$ cat src/rtl/ddnpm_pkg.sv
// Shared constants, codes and control types for the dual deque node pool manager.
package ddnpm_pkg;

    // Default pool size and fixed field widths
    localparam int POOL_NODES_DEF = 1024;
    localparam int KIND_W         = 2;
    localparam int STAT_W         = 2;
    localparam int CFG_W          = 11;

    // Reset value of the nodes_in_use register
    localparam logic [CFG_W-1:0] CFG_RESET = 11'd1024;

    // Request kinds
    localparam logic [KIND_W-1:0] KIND_TAKE    = 2'd0;
    localparam logic [KIND_W-1:0] KIND_RETURN  = 2'd1;
    localparam logic [KIND_W-1:0] KIND_REBUILD = 2'd2;
    localparam logic [KIND_W-1:0] KIND_NOP     = 2'd3;

    // Result status codes
    localparam logic [STAT_W-1:0] ST_OK    = 2'd0;
    localparam logic [STAT_W-1:0] ST_EMPTY = 2'd1;
    localparam logic [STAT_W-1:0] ST_RANGE = 2'd2;

    // Controller to datapath commands
    typedef struct packed {
        logic load;   // capture request, issue link read
        logic exec;   // main work cycle
        logic link2;  // second link write of a return
        logic sweep;  // one rebuild node
        logic done;   // result goes out next cycle
    } t_cmd;

    // Datapath to controller status
    typedef struct packed {
        logic ret_link2;   // return into a non-empty list needs a second write
        logic sweep_go;    // rebuild with at least one node
        logic sweep_last;  // current rebuild node is the last one
    } t_stat;

endpackage

$ cat src/rtl/ddnpm_ctrl.sv
// Request sequencer for the dual deque node pool manager.
module ddnpm_ctrl (
    input  logic              i_clk,
    input  logic              i_rst_n,
    input  logic              start,
    input  ddnpm_pkg::t_stat  i_stat,
    output ddnpm_pkg::t_cmd   o_cmd,
    output logic              busy
);

    typedef enum logic [3:0] {
        S_IDLE  = 4'b0001,
        S_EXEC  = 4'b0010,
        S_LINK2 = 4'b0100,
        S_SWEEP = 4'b1000
    } t_state;

    t_state r_state;
    t_state n_state;

    // Next state and commands
    always_comb begin
        n_state     = r_state;
        o_cmd       = '0;
        case (r_state)
            S_IDLE: begin
                if (start) begin
                    o_cmd.load = 1'b1;
                    n_state    = S_EXEC;
                end
            end
            S_EXEC: begin
                o_cmd.exec = 1'b1;
                if (i_stat.ret_link2) begin
                    n_state = S_LINK2;
                end else if (i_stat.sweep_go) begin
                    n_state = S_SWEEP;
                end else begin
                    o_cmd.done = 1'b1;
                    n_state    = S_IDLE;
                end
            end
            S_LINK2: begin
                o_cmd.link2 = 1'b1;
                o_cmd.done  = 1'b1;
                n_state     = S_IDLE;
            end
            S_SWEEP: begin
                o_cmd.sweep = 1'b1;
                if (i_stat.sweep_last) begin
                    o_cmd.done = 1'b1;
                    n_state    = S_IDLE;
                end
            end
            default: begin
                n_state = S_IDLE;
            end
        endcase
    end

    // State register
    always_ff @(posedge i_clk) begin
        if (!i_rst_n) begin
            r_state <= S_IDLE;
        end else begin
            r_state <= n_state;
        end
    end

    assign busy = (r_state != S_IDLE);

endmodule

$ cat config.mk
export PLATFORM = sky130hd
export DESIGN_NAME = ddnpm_ctrl
export DESIGN_NICKNAME = d
export VERILOG_FILES = /design/src/rtl/ddnpm_pkg.sv /design/src/rtl/ddnpm_ctrl.sv
export SDC_FILE = /design/constraint.sdc
export NUM_CORES = 1
export LEC_CHECK = 0
export BUFFER_PORTS_ARGS = -buffer_cell sky130_fd_sc_hd__buf_2
export CAP_MARGIN = 30
export CORE_AREA = 8 8 45 47
export CTS_CLUSTER_SIZE = 20
export DETAILED_ROUTE_END_ITERATION = 7
export DIE_AREA = 0 0 53 55
export HOLD_SLACK_MARGIN = 0.03
export PLACE_DENSITY = 0.52
export RECOVER_POWER = 100
export SLEW_MARGIN = 15
export SYNTH_ARGS = -nofsm -noshare
export SYNTH_HDL_FRONTEND = slang
export SYNTH_SLANG_ARGS = --single-unit
$ cat constraint.sdc
create_clock -name i_clk -period 2.7 [get_ports i_clk]
set_input_delay 0.54 -clock i_clk [delete_from_list [all_inputs] [get_ports i_clk]]
set_output_delay 0.54 -clock i_clk [all_outputs]
set_load 0.01 [all_outputs]
# Word level (Yosys, flattened, before mapping)
# Index checks and enable logic that the tools add are counted.
# word_totals
regBits,4
inputBits,6
out_inout_bits,6
elab_cells,23
# classes
eq_ne,7
n_reduce_logical,1
muxes,14
# op_table
cell,n
$mux W4,4
$pmux W4 S3,1
$mux W1,8
$eq A4 B1 Y1 const B,1
$eq A4 B2 Y1 const B,1
$eq A4 B3 Y1 const B,1
$eq A4 B4 Y1 const B,1
$ne A2 B2 Y1 const B,2
$ne A4 B1 Y1 const B,1
$pmux W1 S3,1
$reduce_and A2 Y1,1

# Logic depth before layout (Yosys ltp)
# logic_depth
ltp_word,3
mapped_depth,4
ltp_nobuf,4

# Least setup slack after synthesis
# Ideal clock, no wire load.
# synth_path
path_kind,reg2out
startpoint,reg r_state[2]
endpoint,out o_cmd[0] (netlist bit)
t_arrival_ns,1.190
path_stages_with_launch,4
n_path_buf,0
path_slack_ns,0.970
cell_sequence,dfxtp_1 > nor4b_1 > a21oi_1 > o21ai_0
# synth_lines
item,line_no,text
"start, declared",ddnpm_ctrl.sv:18,t_state r_state;
"start signal, assigned",ddnpm_ctrl.sv:66,r_state <= n_state;
"end, declared",ddnpm_ctrl.sv:7,"output ddnpm_pkg::t_cmd o_cmd,"

==> flow_summary.toml <==
[status]
status = "finished clean"

[timing]
max-slew-margin-rel_pct = 74.1
hold_viol_final = 0
slew_viol_final = 0
post-route-min-period_ps = 1960
grt_setup_unrepaired = "false"
whs_ps = 531
period_share_pct = 72.7
setup_tns_ps = 0
tightest_slew_ps = 383
finalSetupViolCount = 0
fin_skew_ps = 0.410
fmax_mhz = 509

[clock_network]
numCtsBuffers = 3
clock_sinks = 4
cts_tree = "built"
clk_pin_slew_ps = 40
clockBufferDepth = 2
post_cts_resized = 0
insertion_delay_ps = 230
cts_setup_buffers = 0
ctsHtreeMaxLevel = 1
cts-root-buf = "clkbuf_4"
cts_hold_buf = 0

[placed_design]
dp_hpwl_um = 520
gp_congestion = 0.625
io_buffers = 11

[cells_and_area]
diodes = 0
top_regs = "r_state x4"
area_growth_pct = 34.2
num-nets-final = 49
layout_commonest_cell = "buf_2"
largest_register_ffs = 4
drive_above_1_share_pct = 34.1
largest-register = "r_state"
final_cell_mix = "buf_2 (6), nand2b_1 (5), clkbuf_1 (5)"
nFillCells = 155

[route]
wire_per_inst_um = 10.9
drt_wl_total_um = 623
dr.pass1.iters = 2
first_iter_violations = 5
ant_nets = 0
vias_per_cell = 4.51
drc = 0
num_vias = 257

[logic_synthesis]
synthCells = 27
synth.distinct_cells = 17
syn_area_um2 = 253
ys_seq_area_share_pct = 31.7
yosys_warnings = 0
ys_ff_latch = 4
synth_nets = 33
avgSynthCellArea_um2 = 9.36

[die]
fp.dieH_um = 55
row_count = 14
num_io_pins = 12
dieArea_um2 = 2920
core_area_um2 = 1380
initial_utilization_pct = 18.3
fp.dieW_um = 53

[power_and_ir_drop]
power_leakage_uw = 0.000138
power-per-cell-area_nw_per_um2 = 511
ir_drop_mv = 0.149

[grt]
gr-total-overflow = 0
grt_pass1_wl_um = 1040
grt_max_degree = 8
first_global_vias = 265
antenna_found_initial = 0
grt_usage_pct = 5.02

[worst_setup_path]
crit_path_start_kind = "flop"
reg2reg_from = "r_state[0]"
worst-r2r-setup-slack_ps = 1530
critPathRequiredTime_ps = 2160
cp-end-kind = "primary output"
worstPathArrival_ps = 1420
crit_start = "r_state[0]"
path_max_fanout = 6
criticalPathCategory = "reg -> out"

[run]
drv_cap = 0

[worst_hold_path]
worst_hold_path_type = "in -> reg"
min_from = "i_rst_n"
## metal layers
metal | track usage (%) | routed length, µm | share of wire [%] | vias up
li1 | - | - | - | 129
met5 | 0 | 0 | 0 | -
met4 | 5.17 | 0 | 0 | 0
met3 | 2.94 | 48 | 7.7 | 0
met2 | 8.40 | 348 | 56 | 4
met1 | 3.94 | 226 | 36 | 124
## critical path, stage by stage, from the launching register on
cell and delay (ps):
dfxtp_1 360, nand2b_1 180, nor3_1 290, a21oi_1 120, o21ai_0 80, clkbuf_1 170
## cell usage after synthesis
cell / number / share of area (%)
and2_2: 1 / 3.0
nor4b_4: 1 / 9.4
a21boi_0: 1 / 3.0
a211oi_1: 1 / 3.0
o211ai_1: 1 / 3.0
nand2b_1: 5 / 12
dfxtp_1: 4 / 32
nor4b_1: 1 / 3.5
o221ai_1: 1 / 3.5
nand3b_1: 1 / 3.0
a21oi_1: 1 / 2.0
nor3_2: 1 / 4.0
nor3_1: 2 / 4.0
o21ai_0: 1 / 2.0
inv_1: 2 / 3.0
and3_2: 2 / 5.9
o22a_2: 1 / 4.0
## final timing paths
path,endpoint,cells after the start
worst max-delay path,o_cmd[0],5
worst min-delay path,r_state[0],2
worst min register to register,r_state[0],2
worst max register to register,r_state[3],4
## power by group
| group | switching, µW | internal [µW] | total [µW] |
|---|---|---|---|
| sequential | 6.13 | 62.9 | 69.1 |
| combinational | 16.0 | 16.9 | 32.9 |
| clock | 21.7 | 49.5 | 71.2 |
| total | 43.8 | 129 | 173 |
## final cells by class
class                   count  area, µm²  share of cell area (%)
repair buffers             11       48.8                    14.4
flip-flops and latches      4       80.1                    23.6
clock buffers               3       22.5                    6.64
well taps                  16       20.0                    5.90
multi-input cells          21        160                    47.2
inverters                   2       7.51                    2.21
## per-stage QoR
step           instances  total power [µW]  util [%]  cell area [µm²]  worst slack (ps)
3_5_place_dp          54               105      23.7              328              1040
2_1_floorplan         27              90.7         -              253               970
6_report              57               173      24.5              339               737
4_1_cts               57               179      25.3              350               791
5_1_grt               57               189      24.5              339               566
3_3_place_gp          54               105      23.7              328              1030
## kinds of logic after synthesis
kind of cell / count (synthesis) / share of synthesized area (%)
AOI/OAI and AO/OA: 7 / 20.3
buffers and inverters: 2 / 2.97
DFF: 4 / 31.7
and+or+nand+nor: 14 / 45.0
No activity file was read; power rests on OpenSTA's default activity.
